==> src/hdl/dedf_pkg.sv <==
package dedf_pkg;

    // widths of the event length and run counters
    localparam int LEN_W = 28;
    localparam int RUN_W = 20;

    // header layout
    localparam logic [3:0]       HDR_MAGIC    = 4'hA;
    localparam logic [LEN_W-1:0] HEADER_WORDS = 28'd4;
    localparam logic [LEN_W-1:0] LEN_MAX      = 28'hFFF_FFFF;

    // result kinds
    localparam logic [1:0] KIND_PAIR = 2'd0;
    localparam logic [1:0] KIND_GAP  = 2'd1;
    localparam logic [1:0] KIND_ERR  = 2'd2;

    // gap filler sample value
    localparam logic [15:0] GAP_SAMPLE = 16'hFFFF;

    // packed output data width: channel, two samples, repeat count, padded to bytes
    localparam int ODATA_W = 56;

    // controller to datapath
    typedef struct packed {
        logic step;       // one input transaction is taken this cycle
        logic div_start;  // launch the per-channel word count division
    } t_dedf_cmd;

    // datapath to controller
    typedef struct packed {
        logic mask_word;  // the word on the input is the mode and mask header word
        logic div_done;   // division result ready this cycle
        logic out_valid;  // output register holds a result
    } t_dedf_sts;

    // index of the lowest set bit, 0 when none
    function automatic logic [2:0] lowest_set(input logic [7:0] m);
        logic [2:0] r;
        r = 3'd0;
        for (int i = 7; i >= 0; i--) begin
            if (m[i]) begin
                r = i[2:0];
            end
        end
        return r;
    endfunction

    // number of set bits
    function automatic logic [3:0] count_set(input logic [7:0] m);
        logic [3:0] n;
        n = 4'd0;
        for (int i = 0; i < 8; i++) begin
            n = n + 4'(m[i]);
        end
        return n;
    endfunction

endpackage

==> src/hdl/dedf_div.sv <==
module dedf_div (
    input  logic                        i_clk,
    input  logic                        i_rst_n,
    input  logic                        i_start,
    input  logic [dedf_pkg::LEN_W-1:0]  i_dividend,
    input  logic [3:0]                  i_divisor,
    output logic                        o_done,
    output logic [dedf_pkg::LEN_W-1:0]  o_quotient
);

    localparam int CNT_W = $clog2(dedf_pkg::LEN_W);

    logic                       r_busy;
    logic                       r_done;
    logic [CNT_W-1:0]           r_cnt;
    logic [dedf_pkg::LEN_W-1:0] r_dvd;
    logic [dedf_pkg::LEN_W-1:0] r_quo;
    logic [2:0]                 r_rem;
    logic [3:0]                 r_dsr;

    logic [3:0] trial;
    logic       fits;

    // one restoring step: bring down the next dividend bit
    assign trial = {r_rem, r_dvd[dedf_pkg::LEN_W-1]};
    assign fits  = (trial >= r_dsr);

    // control of the iteration
    always_ff @(posedge i_clk) begin
        if (!i_rst_n) begin
            r_busy <= 1'b0;
            r_done <= 1'b0;
            r_cnt  <= '0;
        end else begin
            r_done <= 1'b0;
            if (i_start) begin
                r_busy <= 1'b1;
                r_cnt  <= CNT_W'(dedf_pkg::LEN_W - 1);
            end else if (r_busy) begin
                if (r_cnt == '0) begin
                    r_busy <= 1'b0;
                    r_done <= 1'b1;
                end else begin
                    r_cnt <= r_cnt - CNT_W'(1);
                end
            end
        end
    end

    // operand and quotient shift registers
    always_ff @(posedge i_clk) begin
        if (i_start) begin
            r_dvd <= i_dividend;
            r_dsr <= i_divisor;
            r_rem <= 3'd0;
            r_quo <= '0;
        end else if (r_busy) begin
            r_dvd <= {r_dvd[dedf_pkg::LEN_W-2:0], 1'b0};
            r_quo <= {r_quo[dedf_pkg::LEN_W-2:0], fits};
            r_rem <= fits ? 3'(trial - r_dsr) : trial[2:0];
        end
    end

    assign o_done     = r_done;
    assign o_quotient = r_quo;

endmodule

==> src/hdl/dedf_dp.sv <==
module dedf_dp #(
    parameter int NUM_CHANNELS = 8,
    parameter int SAMPLE_BITS  = 14
) (
    input  logic                        i_clk,
    input  logic                        i_rst_n,
    input  dedf_pkg::t_dedf_cmd         i_cmd,
    output dedf_pkg::t_dedf_sts         o_sts,
    input  logic [31:0]                 i_word,
    input  logic                        i_event_start,
    input  logic                        i_out_ready,
    output logic                        o_out_valid,
    output logic [1:0]                  o_kind,
    output logic [2:0]                  o_channel,
    output logic [15:0]                 o_sample_first,
    output logic [15:0]                 o_sample_second,
    output logic [dedf_pkg::RUN_W-1:0]  o_repeat_res
);

    localparam int LW = dedf_pkg::LEN_W;
    localparam int RW = dedf_pkg::RUN_W;
    localparam logic [15:0] SMASK = 16'((17'd1 << SAMPLE_BITS) - 17'd1);

    // event state
    logic [LW-1:0] r_pos, n_pos;
    logic [LW-1:0] r_len, n_len;
    logic          r_mode, n_mode;
    logic [7:0]    r_en, n_en;
    logic [2:0]    r_ch, n_ch;
    logic [LW-1:0] r_wl, n_wl;
    logic [LW-1:0] r_wpc, n_wpc;
    logic          r_ectl, n_ectl;
    logic          r_good, n_good;
    logic [RW-1:0] r_rlen, n_rlen;
    logic [RW-1:0] r_rdone, n_rdone;
    logic          r_disc, n_disc;
    logic          r_div_ok, n_div_ok;

    // output register
    logic          r_out_valid;
    logic [1:0]    r_out_kind;
    logic [2:0]    r_out_ch;
    logic [15:0]   r_out_a;
    logic [15:0]   r_out_b;
    logic [RW-1:0] r_out_rep;

    // step results
    logic          res_v;
    logic [1:0]    res_kind;
    logic [2:0]    res_ch;
    logic [15:0]   res_a;
    logic [15:0]   res_b;
    logic [RW-1:0] res_rep;

    logic [7:0]    mask;
    logic [3:0]    nch;
    logic [LW-1:0] wl_dec;
    logic [31:0]   w_m1;
    logic [LW-1:0] sz_cnt;
    logic          fin;
    logic [7:0]    en_left;
    logic [RW-1:0] rd_inc;
    logic [LW-1:0] wpc_q;
    logic          div_done;
    logic [LW-1:0] quotient;

    // channel mask and count from the mode word
    assign mask   = 8'(i_word[NUM_CHANNELS-1:0]);
    assign nch    = dedf_pkg::count_set(mask);
    assign wl_dec = r_wl - LW'(1);
    assign w_m1   = i_word - 32'd1;

    // channel size word: words after the size word, saturated
    always_comb begin
        if (i_word == 32'd0) begin
            sz_cnt = '0;
        end else if (w_m1[31:LW] != '0) begin
            sz_cnt = dedf_pkg::LEN_MAX;
        end else begin
            sz_cnt = w_m1[LW-1:0];
        end
    end

    // next state for one word, or for the division result
    always_comb begin
        n_pos    = r_pos;
        n_len    = r_len;
        n_mode   = r_mode;
        n_en     = r_en;
        n_ch     = r_ch;
        n_wl     = r_wl;
        n_wpc    = r_wpc;
        n_ectl   = r_ectl;
        n_good   = r_good;
        n_rlen   = r_rlen;
        n_rdone  = r_rdone;
        n_disc   = r_disc;
        n_div_ok = r_div_ok;
        res_v    = 1'b0;
        res_kind = dedf_pkg::KIND_PAIR;
        res_ch   = r_ch;
        res_a    = i_word[15:0] & SMASK;
        res_b    = i_word[31:16] & SMASK;
        res_rep  = RW'(1);
        fin      = 1'b0;
        en_left  = r_en & ~(8'd1 << r_ch);
        rd_inc   = r_good ? (r_rdone + RW'(1)) : r_rdone;
        wpc_q    = r_div_ok ? quotient : '0;
        if (i_cmd.step) begin
            if (i_event_start) begin
                n_mode  = 1'b0;
                n_en    = '0;
                n_ch    = '0;
                n_wl    = '0;
                n_wpc   = '0;
                n_ectl  = 1'b1;
                n_good  = 1'b0;
                n_rlen  = '0;
                n_rdone = '0;
                if (i_word[31:28] != dedf_pkg::HDR_MAGIC) begin
                    n_disc   = 1'b1;
                    n_pos    = '0;
                    n_len    = '0;
                    res_v    = 1'b1;
                    res_kind = dedf_pkg::KIND_ERR;
                    res_ch   = '0;
                    res_a    = '0;
                    res_b    = '0;
                    res_rep  = '0;
                end else begin
                    n_disc = 1'b0;
                    n_len  = i_word[LW-1:0];
                    n_pos  = (i_word[LW-1:0] > LW'(1)) ? LW'(1) : '0;
                end
            end else if (!r_disc && r_pos != '0) begin
                if (r_pos == LW'(1)) begin
                    // mode and mask word
                    n_mode   = i_word[24];
                    n_en     = mask;
                    n_ch     = dedf_pkg::lowest_set(mask);
                    n_div_ok = (nch != 4'd0) && (r_len > dedf_pkg::HEADER_WORDS);
                    if (i_word[24]) begin
                        n_wl = '0;
                    end
                end else if (r_pos >= dedf_pkg::HEADER_WORDS && r_en != 8'd0) begin
                    if (!r_mode) begin
                        // plain payload
                        res_v = 1'b1;
                        if (wl_dec == '0) begin
                            fin = 1'b1;
                        end else begin
                            n_wl = wl_dec;
                        end
                    end else if (r_wl == '0) begin
                        // channel size word
                        if (sz_cnt == '0) begin
                            fin = 1'b1;
                        end else begin
                            n_wl = sz_cnt;
                        end
                    end else begin
                        n_wl = wl_dec;
                        if (r_ectl) begin
                            // control word
                            n_good  = i_word[31];
                            n_rlen  = i_word[RW-1:0];
                            n_rdone = '0;
                            if (i_word[31]) begin
                                n_ectl = 1'b0;
                            end else if (i_word[RW-1:0] != '0) begin
                                res_v    = 1'b1;
                                res_kind = dedf_pkg::KIND_GAP;
                                res_a    = dedf_pkg::GAP_SAMPLE;
                                res_b    = dedf_pkg::GAP_SAMPLE;
                                res_rep  = i_word[RW-1:0];
                            end
                        end else begin
                            // data word of a run
                            res_v   = r_good;
                            n_rdone = rd_inc;
                            if (rd_inc == r_rlen) begin
                                n_ectl = 1'b1;
                            end
                        end
                        if (wl_dec == '0) begin
                            fin = 1'b1;
                        end
                    end
                    // move on to the next enabled channel
                    if (fin) begin
                        n_en = en_left;
                        if (en_left != 8'd0) begin
                            n_ch = dedf_pkg::lowest_set(en_left);
                        end
                        n_wl = r_mode ? '0 : r_wpc;
                    end
                end
                n_pos = (({1'b0, r_pos} + (LW+1)'(1)) >= {1'b0, r_len}) ? '0
                                                                         : r_pos + LW'(1);
            end
        end else if (div_done) begin
            n_wpc = wpc_q;
            if (!r_mode) begin
                n_wl = wpc_q;
                if (wpc_q == '0) begin
                    n_en = '0;
                end
            end
        end
    end

    // state registers
    always_ff @(posedge i_clk) begin
        if (!i_rst_n) begin
            r_pos    <= '0;
            r_len    <= '0;
            r_mode   <= 1'b0;
            r_en     <= '0;
            r_ch     <= '0;
            r_wl     <= '0;
            r_wpc    <= '0;
            r_ectl   <= 1'b1;
            r_good   <= 1'b0;
            r_rlen   <= '0;
            r_rdone  <= '0;
            r_disc   <= 1'b0;
            r_div_ok <= 1'b0;
        end else begin
            r_pos    <= n_pos;
            r_len    <= n_len;
            r_mode   <= n_mode;
            r_en     <= n_en;
            r_ch     <= n_ch;
            r_wl     <= n_wl;
            r_wpc    <= n_wpc;
            r_ectl   <= n_ectl;
            r_good   <= n_good;
            r_rlen   <= n_rlen;
            r_rdone  <= n_rdone;
            r_disc   <= n_disc;
            r_div_ok <= n_div_ok;
        end
    end

    // words per channel divider
    dedf_div u_div (
        .i_clk      (i_clk),
        .i_rst_n    (i_rst_n),
        .i_start    (i_cmd.div_start),
        .i_dividend (r_len - dedf_pkg::HEADER_WORDS),
        .i_divisor  (nch),
        .o_done     (div_done),
        .o_quotient (quotient)
    );

    // output register valid
    always_ff @(posedge i_clk) begin
        if (!i_rst_n) begin
            r_out_valid <= 1'b0;
        end else if (i_cmd.step && res_v) begin
            r_out_valid <= 1'b1;
        end else if (i_out_ready) begin
            r_out_valid <= 1'b0;
        end
    end

    // output register payload
    always_ff @(posedge i_clk) begin
        if (i_cmd.step && res_v) begin
            r_out_kind <= res_kind;
            r_out_ch   <= res_ch;
            r_out_a    <= res_a;
            r_out_b    <= res_b;
            r_out_rep  <= res_rep;
        end
    end

    assign o_sts.mask_word = !i_event_start && !r_disc && (r_pos == LW'(1));
    assign o_sts.div_done  = div_done;
    assign o_sts.out_valid = r_out_valid;

    assign o_out_valid     = r_out_valid;
    assign o_kind          = r_out_kind;
    assign o_channel       = r_out_ch;
    assign o_sample_first  = r_out_a;
    assign o_sample_second = r_out_b;
    assign o_repeat_res    = r_out_rep;

    // an error result carries no channel and no repeat count
    a_err_form: assert property (@(posedge i_clk) disable iff (!i_rst_n)
        (r_out_valid && r_out_kind == dedf_pkg::KIND_ERR) |-> (r_out_rep == '0 && r_out_ch == '0))
        else $error("error result with channel or repeat set");

endmodule

==> src/hdl/dedf_ctrl.sv <==
module dedf_ctrl (
    input  logic                 i_clk,
    input  logic                 i_rst_n,
    input  logic                 i_s_tvalid,
    input  logic                 i_m_tready,
    input  dedf_pkg::t_dedf_sts  i_sts,
    output logic                 o_s_tready,
    output dedf_pkg::t_dedf_cmd  o_cmd
);

    localparam logic ST_RUN = 1'b0;
    localparam logic ST_DIV = 1'b1;

    logic r_state, n_state;

    // take a word when not dividing and the output register can take a result
    assign o_s_tready      = (r_state == ST_RUN) && (!i_sts.out_valid || i_m_tready);
    assign o_cmd.step      = i_s_tvalid && o_s_tready;
    assign o_cmd.div_start = o_cmd.step && i_sts.mask_word;

    // state transitions
    always_comb begin
        n_state = r_state;
        case (r_state)
            ST_RUN: begin
                if (o_cmd.div_start) begin
                    n_state = ST_DIV;
                end
            end
            ST_DIV: begin
                if (i_sts.div_done) begin
                    n_state = ST_RUN;
                end
            end
            default: n_state = ST_RUN;
        endcase
    end

    always_ff @(posedge i_clk) begin
        if (!i_rst_n) begin
            r_state <= ST_RUN;
        end else begin
            r_state <= n_state;
        end
    end

    a_div_enter: assert property (@(posedge i_clk) disable iff (!i_rst_n)
        o_cmd.div_start |=> (r_state == ST_DIV))
        else $error("division launched without waiting for it");

    a_no_step_div: assert property (@(posedge i_clk) disable iff (!i_rst_n)
        (r_state == ST_DIV) |-> !o_cmd.step)
        else $error("word taken while division runs");

    a_done_in_div: assert property (@(posedge i_clk) disable iff (!i_rst_n)
        i_sts.div_done |-> (r_state == ST_DIV))
        else $error("division result outside the division wait");

endmodule

==> src/hdl/digitizer_event_deframer_core.sv <==
// channel   | dir | tdata                                          | tuser
// ----------+-----+------------------------------------------------+------------------
// s_axis    | in  | [31:0] word                                    | [0] event_start
// m_axis    | out | [2:0] channel, [18:3] sample_first,            | [1:0] kind
//           |     | [34:19] sample_second, [54:35] repeat_res      |
//
// one input word per cycle while not dividing; after the mode and mask header
// word, s_axis is held while the serial divider forms the per-channel word
// count one bit a cycle, until its result is handed over to the datapath.
// at most one result per word, held in an output register; a stalled
// m_axis holds s_axis only when the register is full and not being taken.
// synchronous active-low reset clears all event and handshake state.
module digitizer_event_deframer_core #(
    parameter int NUM_CHANNELS = 8,
    parameter int SAMPLE_BITS  = 14
) (
    input  logic                          i_clk,
    input  logic                          i_rst_n,
    input  logic                          s_axis_tvalid,
    output logic                          s_axis_tready,
    input  logic [31:0]                   s_axis_tdata,   // word
    input  logic                          s_axis_tuser,   // event_start
    output logic                          m_axis_tvalid,
    input  logic                          m_axis_tready,
    output logic [dedf_pkg::ODATA_W-1:0]  m_axis_tdata,   // channel, sample_first,
                                                          // sample_second, repeat_res
    output logic [1:0]                    m_axis_tuser    // kind
);

    dedf_pkg::t_dedf_cmd cmd;
    dedf_pkg::t_dedf_sts sts;

    logic [2:0]                 channel;
    logic [15:0]                sample_first;
    logic [15:0]                sample_second;
    logic [dedf_pkg::RUN_W-1:0] repeat_res;

    // handshake and sequencing
    dedf_ctrl u_ctrl (
        .i_clk      (i_clk),
        .i_rst_n    (i_rst_n),
        .i_s_tvalid (s_axis_tvalid),
        .i_m_tready (m_axis_tready),
        .i_sts      (sts),
        .o_s_tready (s_axis_tready),
        .o_cmd      (cmd)
    );

    // event decoding and result register
    dedf_dp #(
        .NUM_CHANNELS (NUM_CHANNELS),
        .SAMPLE_BITS  (SAMPLE_BITS)
    ) u_dp (
        .i_clk           (i_clk),
        .i_rst_n         (i_rst_n),
        .i_cmd           (cmd),
        .o_sts           (sts),
        .i_word          (s_axis_tdata),
        .i_event_start   (s_axis_tuser),
        .i_out_ready     (m_axis_tready),
        .o_out_valid     (m_axis_tvalid),
        .o_kind          (m_axis_tuser),
        .o_channel       (channel),
        .o_sample_first  (sample_first),
        .o_sample_second (sample_second),
        .o_repeat_res    (repeat_res)
    );

    // pack result fields, lowest field first, zero padded
    assign m_axis_tdata = {1'b0, repeat_res, sample_second, sample_first, channel};

endmodule
==> config.mk <==
export PLATFORM = sky130hd
export DESIGN_NAME = digitizer_event_deframer_core
export DESIGN_NICKNAME = d
export VERILOG_FILES = /design/src/hdl/dedf_pkg.sv /design/src/hdl/dedf_div.sv /design/src/hdl/dedf_dp.sv /design/src/hdl/dedf_ctrl.sv /design/src/hdl/digitizer_event_deframer_core.sv
export SDC_FILE = /design/constraint.sdc
export NUM_CORES = 1
export LEC_CHECK = 0
export ABC_AREA = 1
export BUFFER_PORTS_ARGS = -buffer_cell sky130_fd_sc_hd__buf_2
export CORE_UTILIZATION = 45
export CTS_CLUSTER_DIAMETER = 30
export DETAILED_ROUTE_END_ITERATION = 6
export GPL_ROUTABILITY_DRIVEN = 0
export PLACE_DENSITY = 0.66
export SLEW_MARGIN = 15
export SYNTH_ARGS = -nofsm -noshare
export SYNTH_HDL_FRONTEND = slang
export SYNTH_SLANG_ARGS = --single-unit
==> constraint.sdc <==
create_clock -name i_clk -period 4.8 [get_ports i_clk]
set_input_delay 0 -clock i_clk [delete_from_list [all_inputs] [get_ports i_clk]]
set_output_delay 0 -clock i_clk [all_outputs]
set_load 0.03 [all_outputs]
After elaboration in Yosys (flattened, before gate mapping):

Index checks and enable logic that the tools add are counted.

* register bits: 297
* memories kept: 0
* RAM bits: 0
* bits in read-only memories: 0
* output and inout port bits: 60
* latch bits: 0
* input port bits: 37

* eq/ne operators: 14
* bitwise gates (word level): 7
* add/subtract/negate cells: 15
* multipliers: 0
* shift operators: 1
* reduce and logical (&&, ||, !) cells: 51
* div/mod/pow operators: 0
* magnitude comparators: 5
* multiplexer cells: 171

Operators by type and width (number)
* 28-bit 2-to-1 mux: 27
* 20-bit 2-to-1 mux: 24
* 16-bit 2-to-1 mux: 18
* 28-bit zero test: 4
* 3-bit 2-to-1 mux: 26
* 8-bit 2-to-1 mux: 9
* 14-bit 2-to-1 mux: 4
* 1-bit 2-to-1 mux: 50
* 32-bit zero test: 1
* 32-bit by 1-bit subtractor with 32-bit output, second input constant: 1
* 28-bit by 1-bit adder with 29-bit output, second input constant: 1
* 29-bit by 28-bit greater-or-equal comparator with 1-bit output: 1
* 28-bit by 1-bit adder with 28-bit output, second input constant: 1
* 28-bit by 1-bit equality test with 1-bit output, second input constant: 1
* 28-bit by 3-bit greater-or-equal comparator with 1-bit output, second input constant: 1
* 28-bit by 1-bit > comparator with 1-bit output, second input constant: 1
* 28-bit by 3-bit > comparator with 1-bit output, second input constant: 1
* 28-bit nonzero test: 1
* 28-bit by 1-bit subtractor with 28-bit output, second input constant: 1
* 28-bit by 3-bit subtractor with 28-bit output, second input constant: 1
* 4-bit by 1-bit adder with 4-bit output: 6
* 20-bit by 1-bit adder with 20-bit output, second input constant: 1
* 20-bit equality test: 1
* 20-bit nonzero test: 1
* other kinds (33): 81

Depth between registers and ports, before layout:

* word-level depth: 19
* depth in mapped cells: 26
* mapped depth without buffers: 25

By module:

Synthesis repeated with hierarchy kept, for this count alone.

* cell total of the unflattened synthesis: 2421
* area total of the unflattened synthesis: 17481.8 µm²

By module, submodules not included
* dedf_dp: cells each 2108, instances 1, area an instance 14412.6 µm²
* dedf_div: cells each 298, instances 1, area an instance 2986.6 µm²
* dedf_ctrl: cells each 13, instances 1, area an instance 71.3 µm²
* digitizer_event_deframer_core: cells each 2, instances 1, area an instance 11.3 µm²

Least setup slack after synthesis:

Ideal clock, no wire load.

* path type: flip-flop to flip-flop
* start point: register u_dp.r_out_valid, in the netlist u_dp.o_out_valid
* end point: register u_dp.r_out_ch[0], in the netlist u_dp.o_channel[0] (enable)
* slack: 1.200 ns
* buffers on the path: 1
* required time: 4.387 ns
* arrival time: 3.187 ns
* period minus slack after synthesis: 3.600 ns
* setup time: 0.413 ns
* cell stages (with the launch flop): 11
* path through: dfxtp_1 nand2_1 inv_1 nor2_1 nand2_1 nor2_1 inv_1 nor2_1 clkbuf_1 nand4_1 nand2_1

* cells in the longest elaborated chain, start to end: 6

Ends and longest elaborated chain
* start, declared: line dedf_dp.sv:40 `logic r_out_valid;`
* start signal, assigned: line dedf_dp.sv:259 `r_out_valid <= 1'b0;`
* start signal, assigned: line dedf_dp.sv:261 `r_out_valid <= 1'b1;`
* start signal, assigned: line dedf_dp.sv:263 `r_out_valid <= 1'b0;`
* 1-bit zero test *: line dedf_ctrl.sv:17 `assign o_s_tready = (r_state == ST_RUN) && (!i_sts.out_valid || i_m_tready);`
* 1-bit logical OR *: line dedf_ctrl.sv:17
* 1-bit logical AND *: line dedf_ctrl.sv:17
* named net s_axis_tready: line digitizer_event_deframer_core.sv:20 `output logic s_axis_tready,`
* 1-bit logical AND *: line dedf_ctrl.sv:18 `assign o_cmd.step = i_s_tvalid && o_s_tready;`
* 1-bit 2-to-1 mux: line dedf_dp.sv:109 `if (i_cmd.step) begin`
* 1-bit logical AND *: line dedf_dp.sv:269 `if (i_cmd.step && res_v) begin`
* end signal, assigned: line dedf_dp.sv:271 `r_out_ch <= res_ch;`
* end, declared: line dedf_dp.sv:42 `logic [2:0] r_out_ch;`

The timed path passes the listed nets; every way through them passes the cells marked *.
A chain may end at the register's enable or synchronous reset.

Worst setup path in the final report:

* start point: register u_dp.r_pos[0]
* end point: register u_dp.r_pos[8]

* cells in the longest elaborated chain, start to end: 5
* elaborated cells on any way between the ends: 10

Ends and longest elaborated chain
* start, declared: line dedf_dp.sv:25 `logic [LW-1:0] r_pos, n_pos;`
* start signal, assigned: line dedf_dp.sv:229 `r_pos <= n_pos;`
* 28-bit by 1-bit adder with 29-bit output: line dedf_dp.sv:198 `n_pos = (({1'b0, r_pos} + (LW+1)'(1)) >= {1'b0, r_len}) ? '0`
* 29-bit by 28-bit greater-or-equal comparator with 1-bit output: line dedf_dp.sv:198
* 28-bit 2-to-1 mux: line dedf_dp.sv:198
* 28-bit 2-to-1 mux: line dedf_dp.sv:135 `end else if (!r_disc && r_pos != '0) begin`
* 28-bit 2-to-1 mux: line dedf_dp.sv:110 `if (i_event_start) begin`

Several ways; a longest one is shown, not always the timed one. The select of a mux whose other input is x is not followed.

==> metrics <==
setup repair bufs after CTS=0; yosys warns=0; # fillers=3651; crit path capture type=flip-flop; Synth area leader=dfxtp_1; Cells after Synth=2496; minimum clock period=4.20 ns; Post-Layout Cell Count=3194; DRC Markers=0; grt total ovfl=0; Detailed Route WL=54300 um; top post-synthesis cells by area=dfxtp_1 (24%), edfxtp_1 (15%), nand2_1 (12%), inv_1 (6.2%), nor2_1 (6.1%); hold_sp=s_axis_tdata[30]; IO Count=97; max-cap viol count=0; synth cell count leaders=nand2_1 (568), inv_1 (293), nor2_1 (286), dfxtp_1 (208), a21oi_1 (189); unrepaired setup endpoints after global routing=no; status=complete, no violations; die area=0.0400 mm^2; Post-synth ARST share=0%; die height=200 um; number of flops mapped to enable cells by yosys=86; Tot Pwr=9.01 mW; Initial Utilization=45.7%; period utilisation layout=87.5%; initial antenna violation count=0; met2 GRT Util=44.6%; fmax=238 MHz; Final #Nets=2707; crit path DAT=4.66 ns; Mean Syn Cell Area=7.07 um^2; P per Cell Area=421 mW/mm^2; share of post-route cells with drive strength above 1=11.1%; Clock transition at path regs=0.04 ns; final-report setup violation count=0; Crit path required time=5.26 ns; CP Launch Type=flip-flop; CTS root buf=clkbuf_16; largest family of logic cells by synthesized area=simple AND/OR/NAND/NOR gates; post-synthesis adder-cell area fraction=3.97%; DIE WIDTH=200 um; vias in the first global route=16.3k; Pins Over Slew Limit=0; Syn-to-layout area delta=21.4%; maximum VDD drop=315 uV; Worst-Margin Slew=1.15 ns; register area share after synthesis=38.2%; Post-Synth XOR/XNOR Area=5.66%; worst-skew pair later-pin latency=0.60 ns; Worst R2R Start=u_dp.r_pos[0]; Cells after DPL=3027; CP Cell Sequence=nand3_1 > nor3_2 > nand3_1 > nor2_1 > nand3_1 > nor4_2 > nand3_1 > nor2_1 > nand2_1 > xor2_1 > inv_1 > ha_1 > nand2_1 > nor2_1 > nand3b_1 > nor4_1 > nand2_1 > nand3_1 > buf_4 > nand3b_1 > a21oi_1; cts repair resizes=0; first-pass GRT wire length=85600 um; Synth Cell Area=0.0176 mm^2; Slowest cell on crit path=dfxtp_1; compound-gate portion of the synthesized area=13.8%; H-tree Lvls=3; drt via density=5.41; gr usage total=27.4%; Mapped Nets=2586; CTS tree=done; n_diodes=0; Buf+Inv Stages, Crit Path=2; dpl cell area=0.0185 mm^2; Final Skew=0.0398 ns; CP dominant cell by count=nand3_1; Rows=72; met1 GRT Util=35.3%; final hold vios=0; via count=17.3k; post-synth top area share=23.6%; crit path kind=reg2reg; Hold Path Class=in2reg; buffers added on ports=95; clk sink count=294; First-pass DRT Iterations=6; initial detailed-routing violation count=1338; core footprint=0.0386 mm^2; max_slew headroom=23.1%; Top FF cell, synth=dfxtp_1; post-route cell area=0.0214 mm^2; CTS Buffer Depth=3; crit-path max cell delay=0.45 ns; CP Max Fanout=28; mux cell area share after synthesis=0.170%; LEAKAGE=9.67 nW; Synth Area in Simple Gates=28.7%; largest net degree at the start of global routing=72; GR Util met3=5.31%; Netlist cell types=55; CP top delay family=simple AND/OR/NAND/NOR gates; Routed wire per std cell=17.0 um; Num CTS Buffers=72; setup TNS=0 ns; ANT nets after route=0; gr busiest metal=met2; count leader, synth=nand2_1; Yosys reg bits=294; Detailed Place HPWL=38500 um; CP startpoint=u_dp.r_pos[0]
## cells in the final DEF (no fill, tap or decap), drive strengths merged, types with 2 or more instances in the layout
cell type | synthesis | final
a211oi | 42 | 42
a21oi | 189 | 189
a31oi | 7 | 7
and3 | 2 | 2
buf | 28 | 121
bufinv | 0 | 8
clkbuf | 79 | 97
clkinv | 7 | 23
clkinvlp | 0 | 9
dfxtp | 208 | 208
dlygate4sd3 | 0 | 34
edfxtp | 86 | 86
fa | 5 | 5
ha | 48 | 48
inv | 308 | 311
mux2i | 3 | 3
nand2 | 579 | 579
nand3 | 138 | 138
nand3b | 33 | 33
nand4 | 49 | 49
nor2 | 299 | 299
nor3 | 36 | 36
nor3b | 3 | 3
nor4 | 22 | 22
o2111ai | 2 | 2
o211ai | 2 | 2
o21a | 2 | 2
o21ai | 164 | 164
o21bai | 6 | 6
o221ai | 4 | 4
o22ai | 16 | 16
o31ai | 4 | 4
or2 | 3 | 3
xnor2 | 19 | 19
xor2 | 95 | 95
## routing by layer
layer | wire length [um] | vias up
met4 | 2010 | 0
met3 | 4370 | 137
li1 | - | 8436
met1 | 22700 | 8016
met2 | 25200 | 700
met5 | 0 | -
## final timing paths
kind                                  endpoint  slack, ns  cells after the start
worst min-delay path            u_dp.r_len[14]       0.11                      7
worst max register to register   u_dp.r_pos[8]       0.60                     21
worst max-delay path             u_dp.r_pos[8]       0.60                     21
worst min register to register  u_dp.r_wpc[21]       0.46                      2
## power breakdown
part           switching [mW]  internal, mW  total, mW
Combinational           0.784         0.380       1.16
Clock                    1.58          3.50       5.09
Sequential             0.0873          2.68       2.77
Total                    2.46          6.56       9.01
## tightest hold or removal path: cells and delay by family
kind            cells  cell delay (ns)
buf+inv             2             0.29
simple gates        4             0.31
compound gates      1             0.05
## final cells by class
class	instances	area (um^2)	area share (%)
clock buffers	97	2090	9.76
multi-input cells	1779	9230	43.1
flip-flops and latches	294	6750	31.5
repair buffers	155	1010	4.72
clock inverters	36	505	2.36
inverters	315	1180	5.53
well taps	518	648	3.03
## registers in the layout (all words and copies together) (netlist names), 14 cells and up
| register | cells |
|---|---|
| u_dp.r_wpc | 28 |
| u_dp.o_repeat_res | 20 |
| u_dp.r_rdone | 20 |
| u_dp.r_rlen | 20 |
| u_dp.o_sample_second | 15 |
| u_dp.r_wl | 28 |
| u_dp.r_pos | 28 |
| u_dp.u_div.o_quotient | 28 |
| u_dp.o_sample_first | 14 |
| u_dp.u_div.r_dvd | 28 |
| u_dp.r_len | 28 |
## repair_timing
| item | in CTS | in global routing |
|---|---|---|
| hold buffers | 34 | 0 |
| hold endpoints to repair | 84 | 0 |
| setup endpoints to repair | 0 | 0 |
## cell families (layout without fill, tap and decap cells)
kind of cell / Yosys count / in the layout
simple gates: 1165 / 1165
compound gates: 443 / 443
buf+inv: 423 / 603
flops: 294 / 294
xor+xnor: 114 / 114
fa+ha+maj: 53 / 53
mux: 3 / 3
other cells: 1 / 1
## metrics by stage
| step | util (%) | setup WS (ns) | hold slack [ns] |
|---|---|---|---|
| floorplan | - | 1.20 | 0.145 |
| global placement | 47.8 | 0.894 | 0.352 |
| detailed placement | 47.8 | 0.694 | 0.359 |
| CTS | 55.4 | 0.675 | 0.0709 |
| global route | 55.4 | 0.186 | 0.138 |
| finish | 55.4 | 0.600 | 0.112 |
Power figures use the tool's default switching activity.
